File: src/hw/rtl/rbt_pkg.sv
// ----------------------------------------------------------------------------
// rbt_pkg
// Shared widths, codes and types for the relay burn time throttle.
// ----------------------------------------------------------------------------
package rbt_pkg;

	localparam int CHANNELS  = 6;
	localparam int CHIDX_W   = $clog2(CHANNELS);
	localparam int CH_W      = 3;
	localparam int HEAT_W    = 20;
	localparam int ELAPSED_W = 16;
	localparam int RATE_W    = 16;
	localparam int MASK_W    = 6;
	localparam int FRAC_W    = 8;
	localparam int LOSS_W    = ELAPSED_W + RATE_W - FRAC_W;
	localparam int CFG_W     = 20;

	localparam logic [HEAT_W-1:0] HEAT_MAX   = {HEAT_W{1'b1}};
	localparam logic [HEAT_W-1:0] RST_MAX_BURN = HEAT_W'(2048);
	localparam logic [RATE_W-1:0] RST_COOLING  = RATE_W'(256);
	localparam logic [HEAT_W-1:0] RST_LOCKOUT  = HEAT_W'(1024);
	localparam logic [MASK_W-1:0] RST_MASK     = MASK_W'(27);

	typedef enum logic [1:0] {
		CFG_MAX_BURN      = 2'd0,
		CFG_COOLING_RATE  = 2'd1,
		CFG_LOCKOUT_EXTRA = 2'd2,
		CFG_THROTTLE_MASK = 2'd3
	} cfg_idx_t;

	typedef enum logic {
		OP_TICK    = 1'b0,
		OP_REQUEST = 1'b1
	} op_t;

	// tick broadcast to every channel
	typedef struct packed {
		logic                 tick;
		logic [ELAPSED_W-1:0] elapsed;
		logic [LOSS_W-1:0]    loss;
		logic [HEAT_W-1:0]    max_burn;
		logic [HEAT_W:0]      lock_sum;
	} rbt_tick_t;

	// relay level write to one channel
	typedef struct packed {
		logic write;
		logic level;
	} rbt_req_t;

endpackage

File: src/hw/rtl/rbt_chan.sv
// ----------------------------------------------------------------------------
// rbt_chan
// One relay channel: heat accumulator and relay level, warmed or cooled on tick.
// ----------------------------------------------------------------------------
module rbt_chan import rbt_pkg::*; (
	input  logic              clk,
	input  logic              arst_n,
	input  rbt_tick_t         upd,
	input  rbt_req_t          req,
	output logic [HEAT_W-1:0] heat
);

	logic [HEAT_W-1:0] heat_q;
	logic              relay_q;
	logic [HEAT_W:0]   warm;
	logic [HEAT_W:0]   warm_lk;
	logic [HEAT_W-1:0] warm_sat;
	logic [HEAT_W-1:0] cool;
	logic [HEAT_W-1:0] heat_d;

	always_comb begin
		warm = {1'b0, heat_q} + {{(HEAT_W + 1 - ELAPSED_W){1'b0}}, upd.elapsed};
		// raise to the lockout level once the limit is reached
		if (warm >= {1'b0, upd.max_burn} && upd.lock_sum > warm) begin
			warm_lk = upd.lock_sum;
		end else begin
			warm_lk = warm;
		end
		warm_sat = warm_lk[HEAT_W] ? HEAT_MAX : warm_lk[HEAT_W-1:0];
		if (upd.loss >= {{(LOSS_W - HEAT_W){1'b0}}, heat_q}) begin
			cool = '0;
		end else begin
			cool = heat_q - upd.loss[HEAT_W-1:0];
		end
		heat_d = relay_q ? warm_sat : cool;
	end

	always_ff @(posedge clk or negedge arst_n) begin
		if (!arst_n) begin
			heat_q  <= '0;
			relay_q <= 1'b0;
		end else begin
			if (upd.tick) begin
				heat_q <= heat_d;
			end
			if (req.write) begin
				relay_q <= req.level;
			end
		end
	end

	assign heat = heat_q;

endmodule

File: src/hw/rtl/relay_burn_time_throttle_top.sv
// A request result is held in the input register, then in the result register.
// Throughput: one item per cycle; the input register holds an item only while
// a request result waits for the output register to be taken.
// Ticks give no result and update all channels side by side.
// Reset (arst_n low): all heat to zero, all relays off, config registers to defaults.
// ----------------------------------------------------------------------------
// relay_burn_time_throttle_top
// Per-channel relay heat limiter with stream input, stream result and
// a register write channel.
// ----------------------------------------------------------------------------
module relay_burn_time_throttle_top import rbt_pkg::*; (
	input  logic             clk,
	input  logic             arst_n,
	input  logic             s_tvalid,
	output logic             s_tready,
	input  logic [23:0]      s_tdata,  // channel[2:0], turn_on[3], elapsed[19:4], zero pad
	input  logic [0:0]       s_tuser,  // operation[0]
	output logic             m_tvalid,
	input  logic             m_tready,
	output logic [7:0]       m_tdata,  // relay_channel[2:0], relay_level[3], denied[4], zero pad
	input  logic             cfg_valid,
	output logic             cfg_ready,
	input  logic [1:0]       cfg_index,
	input  logic [CFG_W-1:0] cfg_data
);

	logic [HEAT_W-1:0] max_burn_q;
	logic [RATE_W-1:0] cooling_q;
	logic [HEAT_W-1:0] lockout_q;
	logic [MASK_W-1:0] mask_q;

	logic                 valid_s1;
	op_t                  op_s1;
	logic [CH_W-1:0]      ch_s1;
	logic                 on_s1;
	logic [ELAPSED_W-1:0] elapsed_s1;
	logic [LOSS_W-1:0]    loss_s1;

	logic            m_valid_q;
	logic [CH_W-1:0] m_ch_q;
	logic            m_level_q;
	logic            m_denied_q;

	logic                  in_accept;
	logic                  needs_out;
	logic                  out_free;
	logic                  adv;
	logic                  in_range;
	logic                  throttled;
	logic                  deny;
	logic                  grant;
	logic [RATE_W+ELAPSED_W-1:0] product;
	logic [CHIDX_W-1:0]    ch_idx;
	rbt_tick_t             upd;
	rbt_req_t              req   [CHANNELS];
	logic [HEAT_W-1:0]     heat  [CHANNELS];

	assign cfg_ready = 1'b1;

	always_ff @(posedge clk or negedge arst_n) begin
		if (!arst_n) begin
			max_burn_q <= RST_MAX_BURN;
			cooling_q  <= RST_COOLING;
			lockout_q  <= RST_LOCKOUT;
			mask_q     <= RST_MASK;
		end else if (cfg_valid) begin
			unique case (cfg_idx_t'(cfg_index))
				CFG_MAX_BURN:      max_burn_q <= cfg_data[HEAT_W-1:0];
				CFG_COOLING_RATE:  cooling_q  <= cfg_data[RATE_W-1:0];
				CFG_LOCKOUT_EXTRA: lockout_q  <= cfg_data[HEAT_W-1:0];
				CFG_THROTTLE_MASK: mask_q     <= cfg_data[MASK_W-1:0];
				default: ;
			endcase
		end
	end

	// --- request stage control
	assign in_range  = {{(32 - CH_W){1'b0}}, ch_s1} < 32'(CHANNELS);
	assign needs_out = valid_s1 && (op_s1 == OP_REQUEST) && in_range;
	assign out_free  = !m_valid_q || m_tready;
	assign adv       = valid_s1 && (!needs_out || out_free);
	assign s_tready  = !valid_s1 || adv;
	assign in_accept = s_tvalid && s_tready;

	// cooling loss is common to all channels: take it once on the way in
	assign product = s_tdata[19:4] * cooling_q;

	always_ff @(posedge clk or negedge arst_n) begin
		if (!arst_n) begin
			valid_s1 <= 1'b0;
		end else if (s_tready) begin
			valid_s1 <= s_tvalid;
		end
	end

	always_ff @(posedge clk) begin
		if (in_accept) begin
			op_s1      <= op_t'(s_tuser[0]);
			ch_s1      <= s_tdata[2:0];
			on_s1      <= s_tdata[3];
			elapsed_s1 <= s_tdata[19:4];
			loss_s1    <= product[RATE_W+ELAPSED_W-1:FRAC_W];
		end
	end

	// --- grant decision
	assign ch_idx    = ch_s1[CHIDX_W-1:0];
	assign throttled = ({{(32 - CH_W){1'b0}}, ch_s1} < 32'(MASK_W)) && mask_q[ch_s1];
	assign deny      = on_s1 && throttled && in_range && (heat[ch_idx] >= max_burn_q);
	assign grant     = on_s1 && !deny;

	assign upd.tick     = adv && (op_s1 == OP_TICK);
	assign upd.elapsed  = elapsed_s1;
	assign upd.loss     = loss_s1;
	assign upd.max_burn = max_burn_q;
	assign upd.lock_sum = {1'b0, max_burn_q} + {1'b0, lockout_q};

	for (genvar c = 0; c < CHANNELS; c++) begin : g_chan
		assign req[c].write = adv && needs_out && (ch_idx == CHIDX_W'(c));
		assign req[c].level = grant;

		rbt_chan u_chan (
			.clk    (clk),
			.arst_n (arst_n),
			.upd    (upd),
			.req    (req[c]),
			.heat   (heat[c])
		);
	end

	// --- result register
	always_ff @(posedge clk or negedge arst_n) begin
		if (!arst_n) begin
			m_valid_q <= 1'b0;
		end else if (adv && needs_out) begin
			m_valid_q <= 1'b1;
		end else if (m_tready) begin
			m_valid_q <= 1'b0;
		end
	end

	always_ff @(posedge clk) begin
		if (adv && needs_out) begin
			m_ch_q     <= ch_s1;
			m_level_q  <= grant;
			m_denied_q <= deny;
		end
	end

	assign m_tvalid = m_valid_q;
	assign m_tdata  = {3'b000, m_denied_q, m_level_q, m_ch_q};

endmodule

File: config.mk
export PLATFORM = sky130hd
export DESIGN_NAME = relay_burn_time_throttle_top
export DESIGN_NICKNAME = d
export VERILOG_FILES = /design/src/hw/rtl/rbt_pkg.sv /design/src/hw/rtl/rbt_chan.sv /design/src/hw/rtl/relay_burn_time_throttle_top.sv
export SDC_FILE = /design/constraint.sdc
export NUM_CORES = 2
export LEC_CHECK = 0
export ABC_AREA = 1
export BUFFER_PORTS_ARGS = -buffer_cell sky130_fd_sc_hd__buf_4
export CAP_MARGIN = 5
export CORE_ASPECT_RATIO = 0.5
export CORE_MARGIN = 2
export CORE_UTILIZATION = 55
export CTS_CLUSTER_SIZE = 14
export DETAILED_ROUTE_END_ITERATION = 8
export GPL_TIMING_DRIVEN = 1
export PLACE_DENSITY = 0.77
export SYNTH_ARGS = -nofsm -noshare
export SYNTH_HDL_FRONTEND = slang
export SYNTH_SLANG_ARGS = --single-unit
File: constraint.sdc
create_clock -name clk -period 5.8 [get_ports clk]
set_clock_uncertainty 0.1 [all_clocks]
set_input_delay 0.29 -clock clk [delete_from_list [all_inputs] [get_ports clk]]
set_output_delay 0.29 -clock clk [all_outputs]
set_load 0.02 [all_outputs]
[Yosys cells after proc, flatten, opt, wreduce, memory -nomap -nowiden]
Index checks and enable logic that the tools add are counted.
Cells by class
  add/sub/neg operators: 13
  $mul: 1
  magnitude comparators: 22
  equality and inequality tests: 8
  mux-type cells: 31
  bitwise gates (word level): 2
  reduce and logical (&&, ||, !) cells: 37
Operator list (number)
  20-bit 2-to-1 mux: 20
  24-bit by 20-bit >= comparator with 1-bit output: 6
  20-bit by 16-bit adder with 21-bit output: 6
  21-bit by 20-bit >= comparator with 1-bit output: 6
  21-bit greater-than comparator: 6
  21-bit 2-to-1 mux: 6
  20-bit subtractor: 6
  20-bit binary-select mux with 3-bit select: 1
  16-bit by 16-bit multiplier with 32-bit output: 1
  1-bit logical AND: 23
  20-bit by 20-bit adder with 21-bit output: 1
  20-bit >= comparator: 1
  2-bit AND reduction: 4
  3-bit by 2-bit == test with 1-bit output (second input constant): 2
  3-bit == test (second input constant): 2
  2-bit == test (second input constant): 2
  4-bit >= comparator (second input constant): 1
  1-bit zero test: 4
  3-bit by 4-bit less-than comparator with 1-bit output (second input constant): 1
  3-bit inverter with 4-bit output: 1
  1-bit binary-select mux with 3-bit select: 1
  3-bit by 1-bit == test with 1-bit output (second input constant): 1
  3-bit zero test: 1
  1-bit logical OR: 3
  6 further kinds: 8
Storage, ports and cells
  register bits: 240
  input bits: 52
  logic and storage cells: 140

[Logic depth before layout (Yosys ltp)]
  word-level depth: 8
  depth in mapped cells: 32
  mapped depth without buffers: 31

[By module]
From an unflattened synthesis, not the netlist that was laid out.
Unflattened totals
  cells, all modules: 7053
  area total of the unflattened synthesis: 45152.1 µm²
By module, submodules not included
  relay_burn_time_throttle_top: times used 1, cells an instance 2050, area each 15433.6 µm², sequential area each 3111.7 µm²
  rbt_chan at g_chan[2].u_chan ...: times used 3, cells an instance 825, area each 4906.0 µm², sequential area each 525.5 µm²
  rbt_chan at g_chan[1].u_chan: times used 1, cells an instance 847, area each 5029.8 µm², sequential area each 525.5 µm²
  rbt_chan at g_chan[5].u_chan: times used 1, cells an instance 839, area each 4996.0 µm², sequential area each 525.5 µm²
  rbt_chan at g_chan[0].u_chan: times used 1, cells an instance 842, area each 4974.8 µm², sequential area each 525.5 µm²

[Least setup slack after synthesis]
OpenSTA, ideal clock, no wires.
  kind: register to register
  start: register cooling_q[8]
  end: register loss_s1[19], data pin
  arrival time: 5.648 ns
  path slack: -0.206 ns
  cell stages (with the launch flop): 24
  clock period less this slack: 6.006 ns
  path through: dfstp_2 clkbuf_1 clkbuf_1 nand2_1 fa_1 inv_1 fa_1 inv_1 fa_1 inv_1 fa_1 fa_1 inv_1 fa_1 inv_1 ha_1 nand2_1 nor2_1 nand4_1 o21ai_1 a21oi_1 nor2_1 nor2_1 xnor2_1
On the way
  word-level cells in the longest chain between the ends: 1
Ends and longest elaborated chain
  from (decl): RTL line relay_burn_time_throttle_top.sv:28  | logic [RATE_W-1:0] cooling_q;
  from (signal assigned): RTL line relay_burn_time_throttle_top.sv:69  | CFG_COOLING_RATE: cooling_q <= cfg_data[RATE_W-1:0];
  16-bit by 16-bit multiplier with 32-bit output: RTL line relay_burn_time_throttle_top.sv:86  | assign product = s_tdata[19:4] * cooling_q;
  named net product[27]: RTL line relay_burn_time_throttle_top.sv:52  | logic [RATE_W+ELAPSED_W-1:0] product;
  to (signal assigned): RTL line relay_burn_time_throttle_top.sv:102  | loss_s1 <= product[RATE_W+ELAPSED_W-1:FRAC_W];
  to (decl): RTL line relay_burn_time_throttle_top.sv:37  | logic [LOSS_W-1:0] loss_s1;
The timed path passes the listed nets, and every way through them passes these cells.
A chain may end at the register's enable or synchronous reset.

[Worst setup path after layout]
  start: register cooling_q[4]
  end: register loss_s1[22], data pin
Same word-level chain as after synthesis.

==> qor.txt <==
Status -> finished clean
Yosys top cell area share -> 0.212
Synth warn -> 0
DR iter-0 viols -> 5700
Post-route cell area -> 46500 um2
RSZ-0062 raised after global routing -> yes
Full die area -> 79200 um2
Largest area contributor in the netlist -> ha_1
Vias in the first global route -> 44.3k
Syn_area_per_cell -> 6.87 um2
Most used DFF post-synth -> dfrtp_1
CP Launch Point -> cooling_q[4]
Final Cycle Share -> 0.995
Wire length per cell -> 25.7 um
Initial antenna violation count -> 10
Antenna Violating Nets Remaining -> 0
CP max stage delay -> 0.53 ns
Crit path to -> loss_s1[22]
Final hold violation count -> 0
CTS root buf -> clkbuf_16
Worst r2r path cells -> 24
Num rows -> 71
Synth Register Bits -> 240
H-tree depth -> 1
Reg-to-reg critical path endpoint -> loss_s1[22]
Port-buffer cells -> 54
TritonCTS buffer count -> 27
Crit Path Class -> register to register
CTS tree -> built
Cell Area, Placed -> 44700 um2
Post-synthesis mux area share -> 0
Clock Latency Late Sink -> 0.63 ns
Routed via count -> 45.7k
# setup viols final -> 0
Slew @ Worst Pin -> 1.39 ns
Top-count cell post-synth -> nand2_1
Crit-path slowest cell -> fa_1
Met2 Track Usage GR -> 0.714
CP Launch Type -> register
Synth Area in Compound Gates -> 0.160
Largest net degree at the start of global routing -> 141
Top Usage Layer GRT -> met2
Core ar. -> 75600 um2
CTS sink cnt -> 240
Layout filler cell count -> 7047
First-pass GRT wire length -> 273 mm
Grt total ovfl -> 0
Main combinational cell family by area after synthesis -> adder cells
EDFF count, synth -> 50
Crit path cell chain -> buf_12 > nand2_1 > inv_2 > fa_1 > inv_2 > fa_1 > fa_2 > fa_1 > inv_1 > fa_1 > inv_2 > fa_1 > inv_2 > ha_4 > nand2_2 > nor2_2 > inv_2 > nor3_4 > nor2_2 > o21ai_2 > nand3_1 > nand2_2 > a31oi_4 > xor2_1
Worst setup EP type -> register
Reg-to-reg slack, setup -> 0.03 ns
Met3 Track Usage GR -> 0.157
Final #Nets -> 7264
GP Congestion -> 1.15
Seq/Total Area, Yosys -> 0.148
FF-to-FF Start -> cooling_q[4]
Async S/R FF share, synth -> 0.792
Die Wd -> 396 um
Post-synth top cells -> nand2_1 (1484), inv_1 (966), ha_1 (717), a21oi_1 (643), nor2_1 (462)
Post-Syn Area -> 42300 um2
Die Span Y -> 200 um
Simple-Gate Fraction of Synth Area -> 0.228
Longest Clk Path Bufs -> 3
Final slew viol count -> 0
Routed WL -> 188 mm
Cells after synthesis -> 6147
Share of cells above drive strength 1 -> 0.0694
Crit path arrival time -> 6.04 ns
DR pass1 iterations -> 6
Final cell utilization of the core -> 0.615
Global Route Usage Sum -> 0.468
DP HPWL -> 150 mm
Library cells used by synthesis -> 61
Ports -> 63
Max Cap Violations -> 0
Top post-synthesis cells by area -> ha_1 (21%), nand2_1 (13%), dfrtp_1 (11%)
DR vias/cell -> 6.22
Synth Area in XOR/XNOR -> 0.0476
Residual DRC -> 0
CP max FO -> 5
Synth Area in Adders -> 0.310
Clk slew on worst S/H paths -> 0.07 ns
P&R area growth vs syn -> 9.94%
Data required time of the critical path -> 6.07 ns
Min-delay worst type -> input pin to register
Initial Util -> 0.559
Met1 usage in global routing -> 0.564
Period minus WS final -> 5.77 ns
Worst slew margin -> 0.0718
Fmax -> 173 MHz
## how the worst min path moves through the flow
stage                      startpoint             end  slack [ns]  cells past startpoint
after detailed placement       arst_n    lockout_q[8]        0.18                      1
after CTS                 s_tdata[19]  elapsed_s1[15]        0.02                      2
final                     s_tdata[19]  elapsed_s1[15]        0.04                      2
after global routing      s_tdata[19]  elapsed_s1[15]        0.02                      2
after global placement         arst_n  max_burn_q[10]        0.17                      1
after floorplan                arst_n    cooling_q[0]       -0.11                      0
## state kept, by name (all words and copies together) (netlist names), 3 cells and up
| register | flops |
|---|---|
| ch_idx | 3 |
| cooling_q | 16 |
| elapsed_s1 | 16 |
| g_chan.u_chan.heat | 120 |
| g_chan.u_chan.relay_q | 6 |
| lockout_q | 20 |
| loss_s1 | 24 |
| m_ch_q | 3 |
| mask_q | 6 |
| max_burn_q | 20 |
## worst max-delay path, delay by kind of cell (launching register included)
kind	cells	cell delay, ns
fa+ha+maj	7	3.28
simple gates	7	0.75
flops	1	0.46
buf+inv	7	0.46
compound gates	2	0.31
xor+xnor	1	0.16
## metal layers
layer / share of wire / vias to the layer above
met5: 0.00030 / -
met4: 0.078 / 8
met3: 0.14 / 852
met2: 0.42 / 2995
met1: 0.37 / 21500
li1: - / 20400
## per-stage QoR
stage                     setup WS [ns]  std cells  hold slack, ns  setup TNS (ns)
after floorplan                -0.00537       6149          -0.106        -0.00537
after global placement          -0.0845       7239           0.171          -0.313
after detailed placement         -0.164       7239           0.180          -0.960
after CTS                        0.0109       7325          0.0234               0
after global routing            -0.0907       7332          0.0203          -0.541
final                            0.0277       7343          0.0384               0
## layout make-up
cell class / count / area (um2) / area share
multi-input cells: 4759 / 32000 / 0.688
flip-flops and latches: 240 / 6270 / 0.135
inverters: 969 / 3640 / 0.0783
repair buffers: 292 / 2390 / 0.0515
well taps: 1022 / 1280 / 0.0275
clock buffers: 31 / 691 / 0.0149
clock inverters: 18 / 176 / 0.00380
diodes: 12 / 30.0 / 0.000646
## cell usage in the layout (no fill, tap or decap), drive strengths merged, types with 7 or more instances in the layout
| cell type | n |
|---|---|
| a31oi | 17 |
| o22ai | 38 |
| clkinv | 13 |
| nor3 | 49 |
| dlygate4sd3 | 36 |
| o21bai | 21 |
| or2 | 12 |
| a21boi | 16 |
| nand4 | 82 |
| xnor2 | 71 |
| a21oi | 648 |
| dfstp | 7 |
| nand2 | 1501 |
| a211oi | 8 |
| ha | 717 |
| fa | 206 |
| clkbuf | 32 |
| o21ai | 362 |
| xor2 | 158 |
| diode | 12 |
| o21a | 17 |
| o221ai | 25 |
| o211ai | 24 |
| a221oi | 7 |
| a21o | 32 |
| dfrtp | 183 |
| edfxtp | 50 |
| nor4 | 24 |
| nand3 | 217 |
| nor2 | 465 |
| inv | 968 |
| buf | 254 |
## cells by family (layout without fill, tap and decap cells)
| kind of cell | count (synthesis) | after routing |
|---|---|---|
| compound gates | 1234 | 1234 |
| flops | 240 | 240 |
| fa+ha+maj | 923 | 923 |
| simple gates | 2369 | 2369 |
| buf+inv | 1150 | 1310 |
| other cells | 2 | 16 |
| xor+xnor | 229 | 229 |
## timing repair
item	in CTS	in global routing
resized for setup	26	90
endpoints found under the hold margin	129	0
buffers inserted	0	9
hold buffers	37	0
pin swaps	6	60
endpoints found under the setup margin	11	15
Power is not shown: default switching activity piles up to over one toggle a cycle in this logic, so the estimate is an artifact.
